--- src/rtl/core/otrc_pkg.sv ---
// Shared types and constants for the overcurrent trip run controller.
// Used by otrc_cfg, otrc_core and the top level; depends on nothing.
`default_nettype none

package otrc_pkg;

  localparam int OpcodeW  = 3;
  localparam int CurrentW = 16;
  localparam int Limit1W  = 10;
  localparam int Limit2W  = 13;
  localparam int TimeW    = 20;
  localparam int PeakW    = 15;
  localparam int CfgIdxW  = 2;
  localparam int CfgDataW = 20;

  localparam logic [Limit1W-1:0] Limit1Reset   = 10'd80;
  localparam logic [Limit2W-1:0] Limit2Reset   = 13'd800;
  localparam logic [TimeW-1:0]   RunLimitReset = 20'd1000;

  typedef enum logic [1:0] {
    MODE_STANDBY = 2'd0,
    MODE_STOP    = 2'd1,
    MODE_RUN     = 2'd2,
    MODE_TRIP    = 2'd3
  } mode_t;

  typedef enum logic [1:0] {
    REASON_NONE = 2'd0,
    REASON_CH1  = 2'd1,
    REASON_CH2  = 2'd2
  } reason_t;

  typedef enum logic [OpcodeW-1:0] {
    OP_SAMPLE = 3'd0,
    OP_TICK   = 3'd1,
    OP_RUN    = 3'd2,
    OP_STOP   = 3'd3,
    OP_RESET  = 3'd4
  } opcode_t;

  typedef enum logic [CfgIdxW-1:0] {
    CFG_TRIP_LIMIT_1 = 2'd0,
    CFG_TRIP_LIMIT_2 = 2'd1,
    CFG_RUN_LIMIT    = 2'd2
  } cfg_index_t;

  typedef struct packed {
    logic [Limit1W-1:0] trip_limit_1;
    logic [Limit2W-1:0] trip_limit_2;
    logic [TimeW-1:0]   run_limit_ms;
  } limits_t;

  typedef struct packed {
    mode_t              mode;
    reason_t            trip;
    logic [PeakW-1:0]   peak_1;
    logic [PeakW-1:0]   peak_2;
    logic [TimeW-1:0]   elapsed;
  } ctrl_state_t;

endpackage

`default_nettype wire

--- src/rtl/core/otrc_cfg.sv ---
// Configuration register bank: trip limits and run length.
// Depends on otrc_pkg.
`default_nettype none

module otrc_cfg (
  input  wire logic                           clk,
  input  wire logic                           rst,
  input  wire logic                           wr_en,
  input  wire logic [otrc_pkg::CfgIdxW-1:0]   wr_index,
  input  wire logic [otrc_pkg::CfgDataW-1:0]  wr_data,
  output otrc_pkg::limits_t                   limits
);
  import otrc_pkg::*;

  limits_t limits_reg;

  always_ff @(posedge clk) begin
    if (rst) begin
      limits_reg.trip_limit_1 <= Limit1Reset;
      limits_reg.trip_limit_2 <= Limit2Reset;
      limits_reg.run_limit_ms <= RunLimitReset;
    end else if (wr_en) begin
      // An index past the last register is dropped.
      case (cfg_index_t'(wr_index))
        CFG_TRIP_LIMIT_1: limits_reg.trip_limit_1 <= wr_data[Limit1W-1:0];
        CFG_TRIP_LIMIT_2: limits_reg.trip_limit_2 <= wr_data[Limit2W-1:0];
        CFG_RUN_LIMIT:    limits_reg.run_limit_ms <= wr_data[TimeW-1:0];
        default: ;
      endcase
    end
  end

  assign limits = limits_reg;

endmodule

`default_nettype wire

--- src/rtl/core/otrc_core.sv ---
// Controller state and its update per item. The state register
// also serves as the result register. Depends on otrc_pkg.
`default_nettype none

module otrc_core (
  input  wire logic                           clk,
  input  wire logic                           rst,
  input  wire logic                           step,
  input  wire logic [otrc_pkg::OpcodeW-1:0]   opcode,
  input  wire logic [otrc_pkg::CurrentW-1:0]  current_1,
  input  wire logic [otrc_pkg::CurrentW-1:0]  current_2,
  input  otrc_pkg::limits_t                   limits,
  output otrc_pkg::ctrl_state_t               state
);
  import otrc_pkg::*;

  ctrl_state_t state_reg;
  ctrl_state_t state_next;

  logic signed [CurrentW:0] cur_1_s;
  logic signed [CurrentW:0] cur_2_s;
  logic signed [CurrentW:0] lim_1_s;
  logic signed [CurrentW:0] lim_2_s;
  logic signed [CurrentW:0] pk_1_s;
  logic signed [CurrentW:0] pk_2_s;

  always_comb begin
    cur_1_s = signed'({current_1[CurrentW-1], current_1});
    cur_2_s = signed'({current_2[CurrentW-1], current_2});
    lim_1_s = signed'({{(CurrentW + 1 - Limit1W){1'b0}}, limits.trip_limit_1});
    lim_2_s = signed'({{(CurrentW + 1 - Limit2W){1'b0}}, limits.trip_limit_2});
    pk_1_s  = signed'({{(CurrentW + 1 - PeakW){1'b0}}, state_reg.peak_1});
    pk_2_s  = signed'({{(CurrentW + 1 - PeakW){1'b0}}, state_reg.peak_2});

    state_next = state_reg;
    case (opcode_t'(opcode))
      OP_SAMPLE: begin
        if (state_reg.mode == MODE_RUN) begin
          // A larger current is positive, so its low bits are the new peak.
          if (cur_1_s > pk_1_s) state_next.peak_1 = current_1[PeakW-1:0];
          if (cur_2_s > pk_2_s) state_next.peak_2 = current_2[PeakW-1:0];
          if (cur_1_s > lim_1_s) begin
            state_next.trip = REASON_CH1;
            state_next.mode = MODE_TRIP;
          end else if (cur_2_s > lim_2_s) begin
            state_next.trip = REASON_CH2;
            state_next.mode = MODE_TRIP;
          end
        end
      end
      OP_TICK: begin
        if (state_reg.mode == MODE_RUN) begin
          if (state_reg.elapsed < limits.run_limit_ms) begin
            state_next.elapsed = state_reg.elapsed + TimeW'(1);
          end else begin
            state_next.mode = MODE_STOP;
          end
        end
      end
      OP_RUN: begin
        if (state_reg.trip == REASON_NONE &&
            (state_reg.mode == MODE_STANDBY || state_reg.mode == MODE_STOP)) begin
          state_next.elapsed = '0;
          state_next.peak_1  = '0;
          state_next.peak_2  = '0;
          state_next.mode    = MODE_RUN;
        end
      end
      OP_STOP: begin
        // The trip reason stays, so a later run is still refused.
        state_next.mode = MODE_STOP;
      end
      OP_RESET: begin
        if (state_reg.trip != REASON_NONE) begin
          state_next.trip    = REASON_NONE;
          state_next.mode    = MODE_STANDBY;
          state_next.elapsed = '0;
        end
      end
      default: ;
    endcase
  end

  always_ff @(posedge clk) begin
    if (rst) begin
      state_reg.mode    <= MODE_STANDBY;
      state_reg.trip    <= REASON_NONE;
      state_reg.peak_1  <= '0;
      state_reg.peak_2  <= '0;
      state_reg.elapsed <= '0;
    end else if (step) begin
      state_reg <= state_next;
    end
  end

  assign state = state_reg;

endmodule

`default_nettype wire

--- src/rtl/core/overcurrent_trip_run_controller.sv ---
// Overcurrent trip run controller, top level.
// Depends on otrc_pkg, otrc_cfg and otrc_core.
//
// Each input item is one opcode (sample, tick, run, stop, reset) with two
// signed currents that matter only for a sample. Every item yields exactly
// one result item: mode, trip reason, generator enable, both peaks and the
// elapsed run time, all as they stand after the item.
// Channels use valid/ready. An accepted item lands in an input register;
// the controller state is updated from it once the result register is free;
// the state register itself is the result register. One item per cycle is
// sustained while the receiver keeps up, as the update is a single
// compare-and-select pass.
// When the receiver stalls, the result holds; one more item waits in the
// input register, and in_ready drops only while both are occupied.
// Configuration writes go to cfg_index/cfg_data and are always taken
// (cfg_ready is high); indexes past the last register are ignored.
// Synchronous reset returns to standby with no trip, zero peaks and time,
// default limits, and empty input and output stages.
`default_nettype none

module overcurrent_trip_run_controller (
  input  wire logic                           clk,
  input  wire logic                           rst,
  input  wire logic                           in_valid,
  output wire logic                           in_ready,
  input  wire logic [otrc_pkg::OpcodeW-1:0]   opcode,
  input  wire logic [otrc_pkg::CurrentW-1:0]  current_1,
  input  wire logic [otrc_pkg::CurrentW-1:0]  current_2,
  output wire logic                           out_valid,
  input  wire logic                           out_ready,
  output wire logic [1:0]                     mode_now,
  output wire logic [1:0]                     trip_reason,
  output wire logic                           gen_enable,
  output wire logic [otrc_pkg::PeakW-1:0]     peak_current_1,
  output wire logic [otrc_pkg::PeakW-1:0]     peak_current_2,
  output wire logic [otrc_pkg::TimeW-1:0]     run_time_ms,
  input  wire logic                           cfg_valid,
  output wire logic                           cfg_ready,
  input  wire logic [otrc_pkg::CfgIdxW-1:0]   cfg_index,
  input  wire logic [otrc_pkg::CfgDataW-1:0]  cfg_data
);
  import otrc_pkg::*;

  logic                in_full;
  logic [OpcodeW-1:0]  op_q;
  logic [CurrentW-1:0] cur_1_q;
  logic [CurrentW-1:0] cur_2_q;
  logic                res_valid;
  logic                advance;
  logic                take;
  limits_t             limits;
  ctrl_state_t         state;

  assign advance   = in_full && (!res_valid || out_ready);
  assign take      = in_valid && in_ready;
  assign in_ready  = !in_full || advance;
  assign cfg_ready = 1'b1;

  always_ff @(posedge clk) begin
    if (rst) begin
      in_full <= 1'b0;
    end else if (take) begin
      in_full <= 1'b1;
    end else if (advance) begin
      in_full <= 1'b0;
    end
  end

  always_ff @(posedge clk) begin
    if (take) begin
      op_q    <= opcode;
      cur_1_q <= current_1;
      cur_2_q <= current_2;
    end
  end

  always_ff @(posedge clk) begin
    if (rst) begin
      res_valid <= 1'b0;
    end else if (advance) begin
      res_valid <= 1'b1;
    end else if (out_ready) begin
      res_valid <= 1'b0;
    end
  end

  otrc_cfg u_cfg (
    .clk      (clk),
    .rst      (rst),
    .wr_en    (cfg_valid),
    .wr_index (cfg_index),
    .wr_data  (cfg_data),
    .limits   (limits)
  );

  otrc_core u_core (
    .clk       (clk),
    .rst       (rst),
    .step      (advance),
    .opcode    (op_q),
    .current_1 (cur_1_q),
    .current_2 (cur_2_q),
    .limits    (limits),
    .state     (state)
  );

  assign out_valid      = res_valid;
  assign mode_now       = state.mode;
  assign trip_reason    = state.trip;
  assign gen_enable     = (state.mode == MODE_RUN);
  assign peak_current_1 = state.peak_1;
  assign peak_current_2 = state.peak_2;
  assign run_time_ms    = state.elapsed;

endmodule

`default_nettype wire
--- config.mk ---
export PLATFORM = sky130hd
export DESIGN_NAME = overcurrent_trip_run_controller
export DESIGN_NICKNAME = d
export VERILOG_FILES = /design/src/rtl/core/otrc_pkg.sv /design/src/rtl/core/otrc_cfg.sv /design/src/rtl/core/otrc_core.sv /design/src/rtl/core/overcurrent_trip_run_controller.sv
export SDC_FILE = /design/constraint.sdc
export NUM_CORES = 1
export LEC_CHECK = 0
export ABC_AREA = 1
export BUFFER_PORTS_ARGS = -buffer_cell sky130_fd_sc_hd__buf_2
export CAP_MARGIN = 10
export CORE_UTILIZATION = 35
export CTS_BUF_LIST = sky130_fd_sc_hd__clkbuf_8
export DETAILED_ROUTE_END_ITERATION = 7
export RECOVER_POWER = 50
export SYNTH_ARGS = -nofsm -noshare
export SYNTH_HDL_FRONTEND = slang
export SYNTH_SLANG_ARGS = --single-unit
--- constraint.sdc ---
create_clock -name clk -period 5.4 [get_ports clk]
set_input_delay 0.54 -clock clk [delete_from_list [all_inputs] [get_ports clk]]
set_output_delay 0.54 -clock clk [all_outputs]
set_load 0.05 [all_outputs]
== After elaboration in Yosys (flattened, before gate mapping) ==
Index checks and enable logic that the tools add are counted.
W data, S select, Z words.
Word-level totals
  register bits after elaboration: 134
  latch bits: 0
  memory bits (writable): 0
  bits in read-only memories: 0
  input bits: 62
  output and inout bits: 58
  word-level logic and storage cells: 84
  memories kept: 0
Cells by class
  $add $sub $neg: 1
  multiply operators: 0
  div/mod/pow operators: 0
  magnitude comparators: 5
  equal/unequal tests: 17
  shifts and indexed selects: 0
  multiplexer cells: 21
  bitwise gates (word level): 0
  reduce and logical (&&, ||, !) cells: 27
Operator list (number)
  $mux W20: 3
  $pmux W20 S3: 1
  $pmux W30 S2: 1
  $mux W50: 1
  $mux W34: 1
  $gt A16 B16 Y1: 2
  $mux W15: 2
  $add A20 B1 Y20 const B: 1
  $lt A20 B20 Y1: 1
  $gt A16 B11 Y1: 1
  $gt A16 B14 Y1: 1
  $reduce_and A5 Y1: 3
  $mux W4: 3
  $ne A2 B1 Y1 const B: 5
  $pmux W2 S5: 1
  $reduce_bool A2 Y1: 5
  $reduce_and A8 Y1: 1
  $eq A3 B2 Y1 const B: 2
  $logic_not A2 Y1: 3
  $mux W2: 3
  $ne A2 B2 Y1 const B: 3
  $reduce_and A2 Y1: 3
  $reduce_and A6 Y1: 1
  $reduce_bool A5 Y1: 1
  12 further kinds: 22

== Depth between registers and ports, before layout ==
  depth in word-level cells: 6
  depth in mapped cells: 17
  depth with buffers taken out: 17

== Hierarchy ==
A second synthesis with hierarchy kept.
Second synthesis, totals
  cells, all modules: 1068
  area, all modules: 7833.8 um^2
Modules (own cells, without submodules)
  otrc_core: instances 1, cells each 758, area an instance 4923.5 um^2, seq. area each 1081.0 um^2
  otrc_cfg: instances 1, cells each 259, area an instance 1749.2 um^2, seq. area each 860.8 um^2
  overcurrent_trip_run_controller: instances 1, cells each 51, area an instance 1161.1 um^2, seq. area each 1091.0 um^2

== Worst setup path before layout ==
OpenSTA, ideal clock, no wires.
  path type: reg2reg
  start: register u_core.state_reg (netlist bit u_core.state[53])
  end: register u_core.state_reg (netlist bit u_core.state[39])
  arrival: 2313 ps
  required time: 5336 ps
  path slack: 3023 ps
  cell stages (with the launch flop): 9
  buffers on the path: 2
  cell sequence: dfxtp_1 inv_1 nor2_1 nor3_2 nor3_4 buf_4 buf_6 a21oi_1 nor2_1
Between the ends
  elaborated cells between the ends (all ways): 8
RTL lines
  from (decl): RTL line otrc_core.sv:17  | ctrl_state_t state_reg;
  from (signal assigned): RTL line otrc_core.sv:92  | state_reg <= state_next;
  $eq A2 B2 Y1
  net gen_enable: RTL line overcurrent_trip_run_controller.sv:33  | output wire logic gen_enable,
  $ne A2 B2 Y1 (no source line)
  $reduce_and A5 Y1 (no source line)
The timed path passes the listed nets, and every way through them passes these cells.
A chain may end at the register's enable or synchronous reset.

==> results.toml <==
[run_status]
status = "finished with violations"
violations = "capacitance limit, slew limit"

[synth]
syn-cell-area_um2 = 7320
synthDominantCellAreaShare_pct = 27.1
synth.most_common_cell = "nand2_1"
synth_area_leaders = "dfxtp_1 27%, edfxtp_1 14%, ha_1 12%"
synth_flop_cell = "dfxtp_1"
synthCells = 943
yosysTopAreaCell = "dfxtp_1"
yosys_warnings = 0
synth_cell_types = 38
syn_area_per_cell_um2 = 7.76
syn_nets = 1078
synth_commonest_cells = "207 x nand2_1, 121 x inv_1, 114 x a21oi_1"
synth_edf_count = 35
async_reset_ff_share_pct = 0
synth-seq-area-share_pct = 41.5
ys_seq_elements = 134

[job]
cap_viol_max_count = 2

[timing]
grt_setup_unrepaired = "no"
setup_violations = 0
fin_crit_ps = 3660
fin_crit_sh_pct = 67.7
fmax_mhz = 274
tns_ps = 0
setup_ws_ps = 1740
slew_headroom_pct = -78.7
hold_violations = 0
drv_slew = 101
tightestPinTransition_ps = 2680
finClkSkew_ps = 15.7

[worst_setup_path]
critPathTopFamily = "buffers and inverters"
worst_setup_path_end_kind = "flip-flop"
cp-start-kind = "input pin"
cp_common_cell = "clkbuf_1"
worstSetupPathType = "input pin to flip-flop"
critPathSlowestCell = "clkbuf_1"
critPathMaxStageDelay_ps = 1940
path_cells = "clkbuf_1 -> inv_1 -> clkbuf_1 -> o21ai_0 -> a21oi_1"
critPathBufInv = 3
crit_arrival_ps = 4020
required_ps = 5760
rrSetupSlack_ps = 2850
worstPathMaxFanout = 64

[final_layout]
drive_gt1_share_pct = 14.4
finalNetCount = 1186
diodes = 0
largest_reg_flops = 54
area_growth_pct = 15.1

[route]
viasPerCell = 4.70
drt_iter0_drc = 334
vias = 6270
drt_first_pass_iters = 4
routed_wl_um = 18000
wire_per_inst_um = 13.5
postRouteAntennaNets = 0
drc_errors = 0

[power]
p_sw_share_pct = 29.4
p_seq_share_pct = 50.9
ir_drop_v = 0.000134
p_clk_share_pct = 35.6
p_sw_uw = 638
combinationalPowerShare_pct = 13.5
p_leak_uw = 0.00378
power.density_nw_per_um2 = 257
p_int_uw = 1530

[die]
die_height_um = 147
core-area_um2 = 20400
fp-row-count = 52
dieArea_um2 = 21500
start_util_pct = 35.9
die_x_um = 147
num_io_pins = 120

[clock_tree]
numCtsBuffers = 17
cts_buffer_depth = 2
post_cts_buffers = 0
clk-insertion-delay-late_ps = 450
cts_tree = "yes"
htree_levels = 4
clock-sinks = 134
clockRootBuffer = "clkbuf_8"
post_cts_resized = 0
postCtsHoldBufs = 0
path_clk_slew_ps = 90

[place]
pre_cts_ws_ps = 2860
place.gp.congestion = 0.871
io_buffers = 118
dp_hpwl_um = 13300

[global_route]
grt_max_degree = 65
gr-total-overflow = 0
grt_pass1_wl_um = 29100
track_usage_pct = 17.2
antenna_found_initial = 0
grt_pass1_vias = 5690

[worst_hold_path]
hold_class = "input pin to flip-flop"
## logic make-up (layout without fill, tap and decap cells)
logic type	count (synthesis)	count (layout)	synth area share, %
simple gates	385	385	22.7
buf+inv	159	280	8.88
other cells	1	1	0.0513
fa+ha+maj	73	73	12.5
flops	134	134	41.5
compound gates	177	177	12.8
xor+xnor	14	14	1.68
## cells in the final DEF (no fill, tap or decap), types with 4 or more instances in the layout
cell,count
nand4_1,13
nand2_1,207
nor2_2,4
nor2_1,83
nand2_2,5
o211ai_1,11
clkbuf_8,17
ha_1,73
dfxtp_1,99
nand3_1,51
nor3_1,11
inv_2,4
a21oi_1,114
clkinv_4,4
inv_1,123
clkbuf_1,21
xnor2_1,8
edfxtp_1,35
o21ai_0,44
xor2_1,6
buf_2,99
## per-layer routing
metal  routed length [um]  vias up  track usage (%)  part of all wire (%)
li1                     -     3317                -                     -
met1                 9090     2818             23.5                    50
met2                 7990      121             27.1                    44
met3                  754       14             4.25                   4.2
met4                  197        0             4.32                   1.1
met5                    0        -                0                     0
## final cells by class
class	instances	area, um2
Timing Repair Buffer	122	589
Clock inverter	15	118
Sequential cell	134	3030
Clock buffer	17	234
Tap cell	270	338
Fill cell	2103	11900
Multi-Input combinational cell	650	3630
Inverter	126	478
## through the flow
stage / cells / hold WS (ps) / util (%) / power (uW) / cell area (um2)
CTS: 1334 / 222 / 41.5 / 2190 / 8450
floorplan: 943 / 433 / - / 1330 / 7320
global placement: 1302 / 449 / 39.8 / 1420 / 8100
finish: 1334 / 255 / 41.4 / 2170 / 8420
detailed placement: 1302 / 451 / 39.8 / 1420 / 8100
global route: 1334 / 204 / 41.4 / 2280 / 8420
## power by group through the flow
stage	Sequential (uW)	Clock (uW)	Combinational, uW
floorplan	1150	0	178
global placement	1130	0	290
finish	1100	771	292
CTS	1100	792	297
global route	1110	839	335
detailed placement	1130	0	295
## final timing paths
| kind | start | endpoint | cells past startpoint |
|---|---|---|---|
| setup reg to reg | cur_1_q[9]$_DFFE_PP_ | u_core.state[48]$_SDFFE_PP0P_ | 12 |
| setup / recovery | rst | u_cfg.limits[22]$_SDFFE_PP0P_ | 5 |
| hold / removal | current_1[4] | cur_1_q[4]$_DFFE_PP_ | 1 |
| hold reg to reg | u_cfg.limits[41]$_SDFFE_PP0P_ | u_cfg.limits[41]$_SDFFE_PP0P_ | 2 |
Note: power is estimated with default switching activity, not from simulation.
